==> src/ssa_pkg.sv <==
package ssa_pkg;

   localparam int MAX_SLOTS_DEF = 4096;
   localparam int ID_W          = 64;
   localparam int GEN_W         = 8 * 6;
   localparam int IDX_W         = ID_W - GEN_W;
   localparam int OUT_IDX_W     = 13;
   localparam int OP_W          = 2;
   localparam int STATUS_W      = 2;
   localparam int CFG_W         = 13;
   localparam int CMP_W         = 17;
   localparam int CSR_AW        = 3;
   localparam int CSR_DW        = 32;

   localparam logic [CFG_W-1:0] MAX_SESSIONS_RST = 13'd4096;
   localparam logic [0:0]       REG_MAX_SESSIONS = 1'b0;

   localparam logic [OP_W-1:0] OP_ALLOC   = 2'd0;
   localparam logic [OP_W-1:0] OP_RELEASE = 2'd1;
   localparam logic [OP_W-1:0] OP_LOOKUP  = 2'd2;

   localparam logic [STATUS_W-1:0] ST_OK          = 2'd0;
   localparam logic [STATUS_W-1:0] ST_EMPTY       = 2'd1;
   localparam logic [STATUS_W-1:0] ST_BAD_INDEX   = 2'd2;
   localparam logic [STATUS_W-1:0] ST_NOT_IN_USE  = 2'd3;

   typedef struct packed {
      logic clear;
      logic capture;
      logic read;
      logic commit;
   } cmd_type;

   typedef struct packed {
      logic clear_done;
      logic out_free;
   } stat_type;

endpackage

==> src/ssa_csr.sv <==
module ssa_csr (
   input  logic                         clock,
   input  logic                         reset,
   input  logic                         csr_psel,
   input  logic                         csr_penable,
   input  logic                         csr_pwrite,
   input  logic [ssa_pkg::CSR_AW-1:0]   csr_paddr,
   input  logic [ssa_pkg::CSR_DW-1:0]   csr_pwdata,
   output logic [ssa_pkg::CSR_DW-1:0]   csr_prdata,
   output logic                         csr_pready,
   output logic [ssa_pkg::CFG_W-1:0]    max_sessions
);

   logic                       sel;
   logic                       wr_en;
   logic [ssa_pkg::CFG_W-1:0]  max_sessions_ff;
   logic [ssa_pkg::CFG_W-1:0]  max_sessions_in;

   always_comb begin
      sel             = (csr_paddr[ssa_pkg::CSR_AW-1:2] == ssa_pkg::REG_MAX_SESSIONS);
      wr_en           = csr_psel && csr_penable && csr_pwrite;
      max_sessions_in = max_sessions_ff;
      if (wr_en && sel) begin
         max_sessions_in = csr_pwdata[ssa_pkg::CFG_W-1:0];
      end
   end

   always_ff @(posedge clock) begin
      if (reset) begin
         max_sessions_ff <= ssa_pkg::MAX_SESSIONS_RST;
      end else begin
         max_sessions_ff <= max_sessions_in;
      end
   end

   assign csr_prdata   = sel ? ssa_pkg::CSR_DW'(max_sessions_ff) : '0;
   assign csr_pready   = 1'b1;
   assign max_sessions = max_sessions_ff;

endmodule

==> config.mk <==
export PLATFORM = sky130hd
export DESIGN_NAME = ssa_csr
export DESIGN_NICKNAME = d
export VERILOG_FILES = /design/src/ssa_pkg.sv /design/src/ssa_csr.sv
export SDC_FILE = /design/constraint.sdc
export NUM_CORES = 1
export LEC_CHECK = 0
export BUFFER_PORTS_ARGS = -buffer_cell sky130_fd_sc_hd__buf_2
export CORE_MARGIN = 2
export CORE_UTILIZATION = 35
export CTS_CLUSTER_DIAMETER = 30
export DETAILED_ROUTE_END_ITERATION = 8
export MAX_ROUTING_LAYER = met4
export PLACE_DENSITY = 0.79
export SYNTH_ARGS = -nofsm -noshare
export SYNTH_HDL_FRONTEND = slang
export SYNTH_SLANG_ARGS = --single-unit
export TNS_END_PERCENT = 20
==> constraint.sdc <==
create_clock -name clock -period 1.1 [get_ports clock]
set_input_delay 0.33 -clock clock [delete_from_list [all_inputs] [get_ports clock]]
set_output_delay 0.33 -clock clock [all_outputs]
set_load 0.02 [all_outputs]
# Yosys cells after proc, flatten, opt, wreduce, memory -nomap -nowiden
# Cells that the tools add are included.
word_totals:
  ff_bits: 13
  inputBits: 40
  elab_cells: 6
op_classes:
  muxes: 1
  bitwise_logic: 1
  reduce_logical: 3
ops:
  columns: ["cell", "n"]
  rows:
  - ["$mux W13", 1]
  - ["$logic_and A1 B1 Y1", 3]
  - ["$not A1 Y1", 1]

# Depth between registers and ports, before layout
logic_depth:
  depth_word: 3
  mapped_depth: 4
  depth_no_buf: 2

# Worst setup path before layout
# Ideal clock, no wire load.
synth_path:
  kind: "input to output"
  startpoint: "in csr_paddr[2] in the netlist's numbering"
  endpoint: "out csr_prdata[11] in the netlist's numbering"
  arrival_time_ns: 0.843
  required_ns: 0.770
  setup_slack_ns: -0.073
  path_stages: 2
  n_path_buf: 1
  cell_sequence: "clkbuf_1 > nor2b_1"
synth_between:
  elab_chain_cells: 1
synth_lines:
  columns: ["element", "line", "source"]
  rows:
  - ["start: declaration", "ssa_csr.sv:7", "input logic [ssa_pkg::CSR_AW-1:0] csr_paddr,"]
  - ["$mux W13", "ssa_csr.sv:36", "assign csr_prdata = sel ? ssa_pkg::CSR_DW'(max_sessions_ff) : '0;"]
  - ["end: declaration", "ssa_csr.sv:9", "output logic [ssa_pkg::CSR_DW-1:0] csr_prdata,"]
# No other way between the ends.

# Worst setup path after layout
layout_path:
  startpoint: "reg max_sessions_ff, in the netlist max_sessions[10]"
  endpoint: "out csr_prdata[10] in the netlist's numbering"
layout_between:
  elab_chain_cells: 1
layout_lines:
  columns: ["element", "line", "source"]
  rows:
  - ["start: declaration", "ssa_csr.sv:16", "logic [ssa_pkg::CFG_W-1:0] max_sessions_ff;"]
  - ["start signal: assignment", "ssa_csr.sv:30", "max_sessions_ff <= ssa_pkg::MAX_SESSIONS_RST;"]
  - ["start signal: assignment", "ssa_csr.sv:32", "max_sessions_ff <= max_sessions_in;"]
  - ["$mux W13", "ssa_csr.sv:36", null]
# No other way between the ends.

==> impl_metrics.yaml <==
logic_synthesis:
  avgSynthCellArea_um2: 9.11
  syn_area_um2: 847
  yosys_warnings: 0
  seq_area_frac_synth_pct: 30.7
  syn_inst: 93
  ys_types: 12
  yosys-top-cells-area: "dfxtp_1, buf_4, nand2b_1"
  ys_ff_latch: 13
  synth_top_cell_by_area: "dfxtp_1"
  synth.top_cell.area_share_pct: 30.7
place:
  port_buffers: 44
  globalplace.congestion: 0.669
  dp_cells: 162
  hpwlAfterDp_um: 1300
timing:
  clock_skew_ps: 0
  fin_crit_sh_pct: 113
  worst_slack_ps: -148
  fin_setup_tns_ps: -1600
  slew_viol_final: 0
  fin_crit_ps: 1250
  setup_viol: 16
  max_freq_ghz: 0.802
  hold_violations: 0
  rsz0062_at_grt: "true"
  hold_ws_ps: 311
route:
  drc: 0
  drtIter0Drc: 3
  routedWlPerCell_um: 10.9
  via_count: 728
  viasPerCell: 4.26
  ant_nets: 0
  drt_pass1_iterations: 3
  routed_wl_um: 1870
finish:
  syn_to_final_growth_pct: 46.1
  fin_cells: 171
  finalCoreUtilization_pct: 54.9
  drive_gt1_share_pct: 53.8
  largest_register_ffs: 13
  n_fill_cell: 216
  final_nets: 184
  antennaDiodeCount: 0
run_status:
  violations: "negative setup slack"
  status: "complete, but fails checks"
floorplanning:
  die_h_um: 53.2
  num_rows: 17
  start_util_pct: 37.6
  dieArea_mm2: 0.00283
  dieWidth_um: 53.2
  core_area_mm2: 0.00225
  boundaryPins: 86
clock_network:
  clock_path_buffers: 2
  ctsHtreeMaxLevel: 1
  numCtsBuffers: 3
  tritoncts: "built"
  clk_pin_slew_ps: 70
  cts_sinks: 13
  ctsRootBufferMaster: "clkbuf_4"
  worst_skew_pair.late_latency_ps: 260
  cts_hold_buf: 0
global_route:
  grt_max_degree: 27
  antenna_found_initial: 0
  gr-total-overflow: 0
  grtUsageTotal_pct: 13.8
  grt_pass1_wl_um: 2660
  grt_pass1_vias: 636
power_and_ir_drop:
  total_leakage_power_nw: 0.583
  powerDensity_mw_per_mm2: 812
  peakVddDrop_uv: 660
setup_path:
  cp_data_required_time_ps: 770
  ff2ff_path_depth: 3
  rrSetupSlack_ps: 360
  r2r_start: "max_sessions[12]$_SDFFE_PP1P_"
  worstPathMaxFanout: 2
  arrival_ps: 920
  start_kind: "register"
  endpoint_kind: "output port"
  timing_worst_setup_path_type: "register to output port"
  r2r_end: "max_sessions[12]$_SDFFE_PP1P_"
min_path:
  hold_end: "max_sessions[6]$_SDFFE_PP0P_"
  holdPathStages: 3
  hp-start: "csr_pwdata[6]"
  hp-class: "input port to register"
run:
  drv_cap: 0
what timing repair did:
action | 4_1_cts | 5_1_grt
gates resized for setup | 43 | 16
setup buffers | 3 | 2
pin swaps | 0 | 0
endpoints found under the setup margin | 26 | 26
through the flow:
stage	cell area [µm²]	worst slack (ps)	total power, W
after global placement	1010	-105	0.000700
after global routing	1240	-231	0.00106
after detailed placement	1010	-136	0.000705
after CTS	1160	-137	0.00101
after floorplan	915	-73.0	0.000699
final	1240	-148	0.00100
worst max-delay path by stage:
stage	startpoint	endpoint	slack, ps	cells past startpoint
2_1_floorplan	csr_paddr[2]	csr_prdata[11]	-70	2
3_3_place_gp	csr_paddr[2]	csr_prdata[11]	-110	4
3_5_place_dp	csr_paddr[2]	csr_prdata[3]	-140	4
4_1_cts	max_sessions[12]$_SDFFE_PP1P_	csr_prdata[12]	-140	2
5_1_grt	max_sessions[9]$_SDFFE_PP0P_	csr_prdata[9]	-230	2
6_report	max_sessions[10]$_SDFFE_PP0P_	csr_prdata[10]	-150	2
per-layer routing:
metal | up-vias | wire length [µm] | global-route usage, %
met5 | - | 0 | -
met4 | 0 | 42 | 5.56
met1 | 338 | 577 | 10.8
met2 | 35 | 1130 | 28.5
li1 | 351 | - | -
met3 | 4 | 121 | 4.24
final cells by class:
cell class / instances / area [µm²] / share of cell area, %
Timing Repair Buffer: 53 / 405 / 32.8
Tap cell: 28 / 35.0 / 2.83
Sequential cell: 13 / 277 / 22.3
Clock buffer: 4 / 26.3 / 2.12
Multi-Input combinational cell: 73 / 494 / 39.9
placed cells by master (no fill, tap or decap), types with 4 or more instances in the layout:
master,n
nand2b_1,24
buf_4,21
conb_1,20
buf_2,18
buf_6,14
mux2i_1,13
dfxtp_2,13
nor2b_1,5
nor2b_4,4
worst max-delay path, cell delays in order, from the launching register on:
cell and delay [ps]:
dfxtp_2 320, and2b_2 200, buf_6 130
cells by family after synthesis:
group | synth area share (%)
simple gates | 30.3
buf+inv | 22.7
flops | 30.7
mux | 15.4
other cells | 0.887
power breakdown:
group          internal [W]  leakage (nW)  total, W  switching [W]
clock              0.000140        0.0150  0.000274       0.000134
combinational     0.0000986         0.457  0.000240       0.000141
sequential         0.000483         0.111  0.000490     0.00000755
synth_stat cells:
master	number
buf_4	20
buf_12	1
nor2b_1	10
mux2i_1	13
clkbuf_1	3
and2b_2	3
buf_6	1
dfxtp_1	13
nand2b_1	24
and4b_1	1
nor2_1	2
conb_1	2
Power figures use the tool's default switching activity.
