$ cat src/ssa_pkg.sv
package ssa_pkg;

   localparam int MAX_SLOTS_DEF = 4096;
   localparam int ID_W          = 64;
   localparam int GEN_W         = 8 * 6;
   localparam int IDX_W         = ID_W - GEN_W;
   localparam int OUT_IDX_W     = 13;
   localparam int OP_W          = 2;
   localparam int STATUS_W      = 2;
   localparam int CFG_W         = 13;
   localparam int CMP_W         = 17;
   localparam int CSR_AW        = 3;
   localparam int CSR_DW        = 32;

   localparam logic [CFG_W-1:0] MAX_SESSIONS_RST = 13'd4096;
   localparam logic [0:0]       REG_MAX_SESSIONS = 1'b0;

   localparam logic [OP_W-1:0] OP_ALLOC   = 2'd0;
   localparam logic [OP_W-1:0] OP_RELEASE = 2'd1;
   localparam logic [OP_W-1:0] OP_LOOKUP  = 2'd2;

   localparam logic [STATUS_W-1:0] ST_OK          = 2'd0;
   localparam logic [STATUS_W-1:0] ST_EMPTY       = 2'd1;
   localparam logic [STATUS_W-1:0] ST_BAD_INDEX   = 2'd2;
   localparam logic [STATUS_W-1:0] ST_NOT_IN_USE  = 2'd3;

   typedef struct packed {
      logic clear;
      logic capture;
      logic read;
      logic commit;
   } cmd_type;

   typedef struct packed {
      logic clear_done;
      logic out_free;
   } stat_type;

endpackage

$ cat src/ssa_ctrl.sv
module ssa_ctrl (
   input  logic              clock,
   input  logic              reset,
   input  logic              req_valid,
   output logic              req_ready,
   input  ssa_pkg::stat_type stat,
   output ssa_pkg::cmd_type  cmd
);

   localparam logic [1:0] S_CLEAR = 2'd0;
   localparam logic [1:0] S_IDLE  = 2'd1;
   localparam logic [1:0] S_READ  = 2'd2;
   localparam logic [1:0] S_EXEC  = 2'd3;

   logic [1:0] state_ff;
   logic [1:0] state_in;

   always_comb begin
      state_in  = state_ff;
      cmd       = '0;
      req_ready = 1'b0;
      case (state_ff)
         S_CLEAR: begin
            cmd.clear = 1'b1;
            if (stat.clear_done) begin
               state_in = S_IDLE;
            end
         end
         S_IDLE: begin
            req_ready = 1'b1;
            if (req_valid) begin
               cmd.capture = 1'b1;
               state_in    = S_READ;
            end
         end
         S_READ: begin
            cmd.read = 1'b1;
            state_in = S_EXEC;
         end
         S_EXEC: begin
            if (stat.out_free) begin
               cmd.commit = 1'b1;
               state_in   = S_IDLE;
            end
         end
         default: begin
            state_in = S_CLEAR;
         end
      endcase
   end

   always_ff @(posedge clock) begin
      if (reset) begin
         state_ff <= S_CLEAR;
      end else begin
         state_ff <= state_in;
      end
   end

endmodule

$ cat config.mk
export PLATFORM = sky130hd
export DESIGN_NAME = ssa_ctrl
export DESIGN_NICKNAME = d
export VERILOG_FILES = /design/src/ssa_pkg.sv /design/src/ssa_ctrl.sv
export SDC_FILE = /design/constraint.sdc
export NUM_CORES = 1
export LEC_CHECK = 0
export ABC_CLOCK_PERIOD_IN_PS = 1560
export BUFFER_PORTS_ARGS = -buffer_cell sky130_fd_sc_hd__buf_2
export CAP_MARGIN = 10
export CORE_AREA = 8 8 45 47
export DETAILED_ROUTE_END_ITERATION = 8
export DIE_AREA = 0 0 53 55
export GPL_ROUTABILITY_DRIVEN = 1
export PLACE_DENSITY = 0.35
export REMOVE_ABC_BUFFERS = 1
export SETUP_SLACK_MARGIN = 0.05
export SYNTH_ARGS = -nofsm -noshare
export SYNTH_HDL_FRONTEND = slang
export SYNTH_SLANG_ARGS = --single-unit
export TNS_END_PERCENT = 10
$ cat constraint.sdc
create_clock -name clock -period 1.56 [get_ports clock]
set_input_delay 0.078 -clock clock [delete_from_list [all_inputs] [get_ports clock]]
set_output_delay 0.078 -clock clock [all_outputs]
set_load 0.005 [all_outputs]
After elaboration in Yosys (flattened, before gate mapping)
Cells that the tools add are included.
{"block": "totals", "regBits": 2, "input_bits": 5, "out_inout_bits": 5, "wordCells": 20}
{"block": "op_classes", "eq_ne": 6, "mux": 11, "reduce_logical": 2}
{"op": "2-bit case mux with 4 select lines", "n": 1}
{"op": "1-bit 2-to-1 mux", "n": 7}
{"op": "2-bit 2-to-1 mux", "n": 3}
{"op": "2-bit inequality test, second input constant", "n": 3}
{"op": "2-bit == test, second input constant", "n": 2}
{"op": "3-bit AND reduction", "n": 1}
{"op": "2-bit by 1-bit == test with 1-bit output, second input constant", "n": 1}
{"op": "2-bit logical NOT", "n": 1}

Logic depth before layout (Yosys ltp)
Gate-level depths: netlist of run 1.
{"block": "depth", "depth_word": 3, "mapped_depth": 4}

Worst setup path after synthesis of run 1
No wires, ideal clock.
{"block": "synth_timing", "path_kind": "register to register", "startpoint": "register state_ff[0]", "endpoint": "register state_ff[0]", "t_arrival_ps": 1412, "required_ps": 1437, "setup_slack_ps": 24, "path_stages_with_launch": 5, "n_path_buf": 0, "period_less_slack_ps": 1536, "cell_sequence": "dfxtp_1 inv_1 ha_1 a222oi_1 mux2_1"}
{"block": "synth_via", "elab_chain_cells": 3, "word_cells_on_any_way": 9, "cone_classes": "eq/ne: 6; mux: 1; reduce/logical: 2"}
{"item": "start: declaration", "line_no": "ssa_ctrl.sv:15", "rtl": "logic [1:0] state_ff;"}
{"item": "start signal: assignment", "line_no": "ssa_ctrl.sv:56", "rtl": "state_ff <= state_in;"}
{"item": "2-bit == test (tied with other cells)", "line_no": "ssa_ctrl.sv:22", "rtl": "case (state_ff)"}
{"item": "2-bit inequality test (no source line)"}
{"item": "3-bit AND reduction (no source line)"}
Several ways; a longest one is shown, not always the timed one.
A chain may end at the register's enable or synchronous reset.

Worst setup path in the final report of run 1
{"block": "layout_timing", "startpoint": "register state_ff[1]", "endpoint": "register state_ff[0]"}
Same word-level chain as after synthesis.

==> results.cfg, run 1 <==
[cells_and_area]
regMostFlops = state_ff
top_regs = state_ff (2)
final_common_cell = buf_2
drive_gt1_frac = 0.667
largest_register_ff_count = 2
final-seq-area_sq_um = 45.0
antenna_cells = 0
fin_util = 0.241
final_cell_mix = 9 x buf_2, 3 x clkbuf_4, 3 x buf_4
fillers = 162
area_growth_pct = 77.3
nets = 48
multi_input_area_sq_um = 155

[worst_setup_path]
cp_max_fo = 3
reg2reg_to = state_ff[0]
critPathCaptureType = flip-flop
cp.required_ns = 1.66
reg2reg_from = state_ff[1]
rr_worst_depth = 4
arrival_ns = 1.54
start_kind = flip-flop
critPathKind = reg2reg
r2r_slack_ns = 0.12

[run_status]
status = finished clean

[power_and_ir_drop]
p_leak_nw = 0.166
p_int_w = 0.000300
clkPwrFrac = 0.243
ir_drop_uv = 398
p_comb_frac = 0.528
power_switching_w = 0.000158
switching_share = 0.345
pwr-share-seq = 0.229
p_per_area_nw_per_um2 = 1370
total_power_w = 0.000457

[die]
coreArea_sq_um = 1380
dieArea_sq_um = 2920
pin_count = 10
initial_utilization = 0.136
dieHeight_um = 55
fp.dieW_um = 53
placementRows = 14

[logic_synthesis]
yosys.cell_types.count = 11
synth_area_per_cell_sq_um = 8.94
postSynthCellCount = 21
muxShareOfSynthArea = 0.113
synth_top_area_share = 0.333
ys_seq_area_frac = 0.213
synth_simple_gate_area_frac = 0.180
ys_seq_elements = 2
syn_area_sq_um = 188
synth_compound_area_frac = 0.0533
yosysWarningCount = 0
synthAdderAreaFrac = 0.333
yosys-top-cells-area = ha_1 33%, dfxtp_1 21%, inv_1 8.0%
synth_top_family_by_area = adder cells
synth_top_cell_by_area = ha_1
synth_xor_area_frac = 0

[detailed_routing]
first_iter_violations = 1
dr_total_vias = 195
wire_per_inst_um = 10.2
ant_nets = 0
wirelength_um = 532
drc = 0
firstDrtPassIters = 4
viasPerCell = 3.75

[run]
maxCapViolCount = 0

[placement]
portBuffers = 9
gp_congestion = 0.717
dp_hpwl_um = 427

[timing]
maxSlewViolCount = 0
fin_crit_sh = 0.922
min_period_ns = 1.44
finalHoldViolations = 0
setup_viol = 0
final.setup_skew_ns = 0.00232
rsz0062_at_grt = yes
worst_slew_pin_slew_ns = 0.384
max_freq_mhz = 695
slew_headroom = 0.744
tns_ns = 0

[clock_network]
clk_pin_slew_ns = 0.03
cts_setup_buffers = 0
cts_max_path_buffers = 2
htreeDepth = 1
clkSinkCount = 2
cts_tree = done
hold_buffers = 0
clk-insertion-delay-late_ns = 0.22
cts_buffers = 3
clock-root-buffer = clkbuf_4

[worst_hold_path]
hold_depth = 3
min_from = reset
hold_path_class = in2reg
whs_endpoint = state_ff[1]

[grt]
antenna_found_initial = 0
grt_pass1_vias = 215
grt_max_degree = 5
grt_overflow = 0
grt.total_usage = 0.0436
grt_pass1_wl_um = 848
final cells by class:
| cell class | count | share of cell area |
|---|---|---|
| inverter | 5 | 0.0677 |
| multi-input combinational | 14 | 0.466 |
| clock buffer | 3 | 0.0677 |
| sequential | 2 | 0.135 |
| tap | 16 | 0.0602 |
| timing repair buffer | 12 | 0.203 |
worst max-delay path, stage by stage (launching register included):
cell	delay [ns]
dfxtp_2	0.34
inv_4	0.05
ha_4	0.15
a222oi_1	0.41
mux2_1	0.36
metrics by stage:
| step | cells | setup WS (ns) | hold WS [ns] | instance area [sq um] |
|---|---|---|---|---|
| floorplan | 21 | 0.0244 | 0.258 | 188 |
| detailed placement | 49 | 0.0270 | 0.417 | 275 |
| CTS | 52 | 0.0749 | 0.182 | 299 |
| global placement | 49 | 0.0615 | 0.401 | 275 |
| global route | 52 | 0.0107 | 0.194 | 333 |
| finish | 52 | 0.121 | 0.180 | 333 |
cells in the mapped netlist, drive strengths merged:
library cell  instances
nor2                  2
nand2b                2
mux2i                 1
mux2                  1
dfxtp                 2
and2                  2
clkinvlp              1
inv                   4
a222oi                1
ha                    5
layer usage:
metal | track usage | wire [um] | vias up
met2 | 0.0566 | 221 | 10
met3 | 0.0401 | 80 | 0
li1 | - | - | 96
met4 | 0.0517 | 0 | 0
met1 | 0.0363 | 230 | 89
met5 | 0 | 0 | -
power by group through the flow:
stage / combinational, W / sequential, W / clock (W)
after global routing: 0.000279 / 0.000108 / 0.000132
after detailed placement: 0.000214 / 0.0000857 / 0
final: 0.000241 / 0.000105 / 0.000111
after floorplan: 0.000110 / 0.0000848 / 0
after CTS: 0.000215 / 0.0000875 / 0.000119
after global placement: 0.000217 / 0.0000849 / 0
kinds of logic (layout without fill, tap and decap cells):
logic type | Yosys count | count (layout)
compound gates | 1 | 1
buf+inv | 5 | 20
mux | 2 | 2
flops | 2 | 2
simple gates | 6 | 6
fa+ha+maj | 5 | 5
worst max-delay path by stage:
stage / startpoint / endpoint / slack (ns) / cells past startpoint
2_1_floorplan: state_ff[0] / state_ff[0] / 0.02 / 4
3_3_place_gp: state_ff[0] / state_ff[0] / 0.06 / 4
3_5_place_dp: state_ff[0] / state_ff[0] / 0.03 / 4
4_1_cts: state_ff[1] / state_ff[0] / 0.07 / 4
5_1_grt: state_ff[1] / state_ff[0] / 0.01 / 4
6_report: state_ff[1] / state_ff[0] / 0.12 / 4
repair_timing:
item	CTS	global route
setup endpoints to repair	2	2
gates resized for setup	1	10
pin swaps	1	1
gates cloned	0	0
(Power assumes the default switching activity.)
==> run 2: changes to the inputs <==
Settings changed: PLACE_DENSITY 0.35 to 0.4.
==> run 2 against run 1 <==
Against the previous run: cell area rose by 3.4%; register-to-register slack barely moved; final cell count rose by 1.9%; combinational power rose by 13%.
==> results.cfg, run 2 (synthesis results as in run 1) <==
[detailed_routing]
ant_nets = 0
drc = 0
wire_per_inst_um = 8.87
viasPerCell = 3.57
first_iter_violations = 1
firstDrtPassIters = 2
wirelength_um = 470
dr_total_vias = 189

[run]
maxCapViolCount = 0

[clock_network]
clk_pin_slew_ns = 0.03
cts_tree = done
htreeDepth = 1
clk-insertion-delay-late_ns = 0.22
clock-root-buffer = clkbuf_4
clkSinkCount = 2
cts_max_path_buffers = 2
cts_buffers = 3

[die]
dieArea_sq_um = 2920
dieHeight_um = 55
placementRows = 14
fp.dieW_um = 53
coreArea_sq_um = 1380
pin_count = 10
initial_utilization = 0.136

[worst_setup_path]
slowest_delay_ns = 0.33
cp_max_fo = 3
slowest_stage = dfxtp_2
cp_top_family = flip-flops
arrival_ns = 1.53
critPathKind = reg2reg
critPathCaptureType = flip-flop
start_kind = flip-flop
cp.required_ns = 1.67
cp_cell_sequence = inv_4 > ha_4 > a222oi_1 > buf_4 > mux2_4
critPathBufInv = 2

[timing]
setup_ws_ns = 0.133
max_freq_mhz = 701
maxSlewViolCount = 0
finalHoldViolations = 0
final.setup_skew_ns = 0.00615
rsz0062_at_grt = yes
fin_crit_sh = 0.915
setup_viol = 0
min_period_ns = 1.43
worst_slew_pin_slew_ns = 0.259
slew_headroom = 0.827
tns_ns = 0

[grt]
grt.total_usage = 0.0322
grt_max_degree = 5
antenna_found_initial = 0
grt_pass1_wl_um = 669
grt_overflow = 0
grt_pass1_vias = 171

[placement]
gp_congestion = 0.710
dp_hpwl_um = 381
pre_cts_ws_ns = 0.00730
portBuffers = 9

[power_and_ir_drop]
p_leak_nw = 0.174
ir_drop_uv = 741
total_power_w = 0.000488
p_per_area_nw_per_um2 = 1420

[cells_and_area]
area_growth_pct = 83.3
fillers = 150
nets = 49
top_regs = state_ff (2)
regMostFlops = state_ff
final-seq-area_sq_um = 45.0
drive_gt1_frac = 0.703
antenna_cells = 0
final_cell_mix = 9 x buf_2, 4 x buf_4, 3 x clkbuf_4
multi_input_area_sq_um = 159
largest_register_ff_count = 2
final_common_cell = buf_2

[worst_hold_path]
hold_path_class = in2reg

[run_status]
status = finished clean
## run 2: timing repair
action / in CTS / in global routing
gates resized for setup: 1 / 11
buffers inserted: 1 / 0
pin swaps: 1 / 1
hold buffers: 0 / 0
endpoints found under the setup margin: 2 / 2
## run 2: power by group
group / switching, W / internal [W]
logic: 0.000110 / 0.000163
registers: 0.0000256 / 0.0000778
clock network: 0.0000273 / 0.0000847
## run 2: area by class of cell
type,instances,area share
Sequential cell,2,0.131
Inverter,5,0.0655
Timing Repair Buffer,13,0.218
Tap cell,16,0.0582
Multi-Input combinational cell,14,0.462
Clock buffer,3,0.0655
## run 2: worst register-to-register path, delay by kind of cell (launching register included)
kind / cells / cell delay [ns]
AO/OA/AOI/OAI: 1 / 0.31
buffers and inverters: 2 / 0.23
multiplexers: 1 / 0.29
adder cells (fa/ha/maj): 1 / 0.15
flip-flops: 1 / 0.33
## run 2: worst paths after layout
check | end | start | slack, ns | cells after the start
hold reg to reg | state_ff[1] | state_ff[1] | 0.63 | 3
hold / removal | state_ff[1] | reset | 0.17 | 3
setup reg to reg | state_ff[0] | state_ff[1] | 0.13 | 5
setup / recovery | state_ff[0] | state_ff[1] | 0.13 | 5
## run 2: per-stage QoR
stage	std cells	cell area [sq um]	hold slack, ns	utilization
3_5_place_dp	49	275	0.402	0.199
3_3_place_gp	49	275	0.400	0.199
5_1_grt	53	344	0.187	0.249
4_1_cts	53	307	0.172	0.222
2_1_floorplan	21	188	0.258	-
6_report	53	344	0.169	0.249
## run 2: routing by layer
metal,wire length (um),track usage,share of wire,vias to the layer above
li1,-,-,-,101
met1,216,0.0364,0.46,78
met2,140,0.0273,0.30,10
met3,113,0.0481,0.24,0
met4,0,0.0129,0,0
met5,0,0,0,-
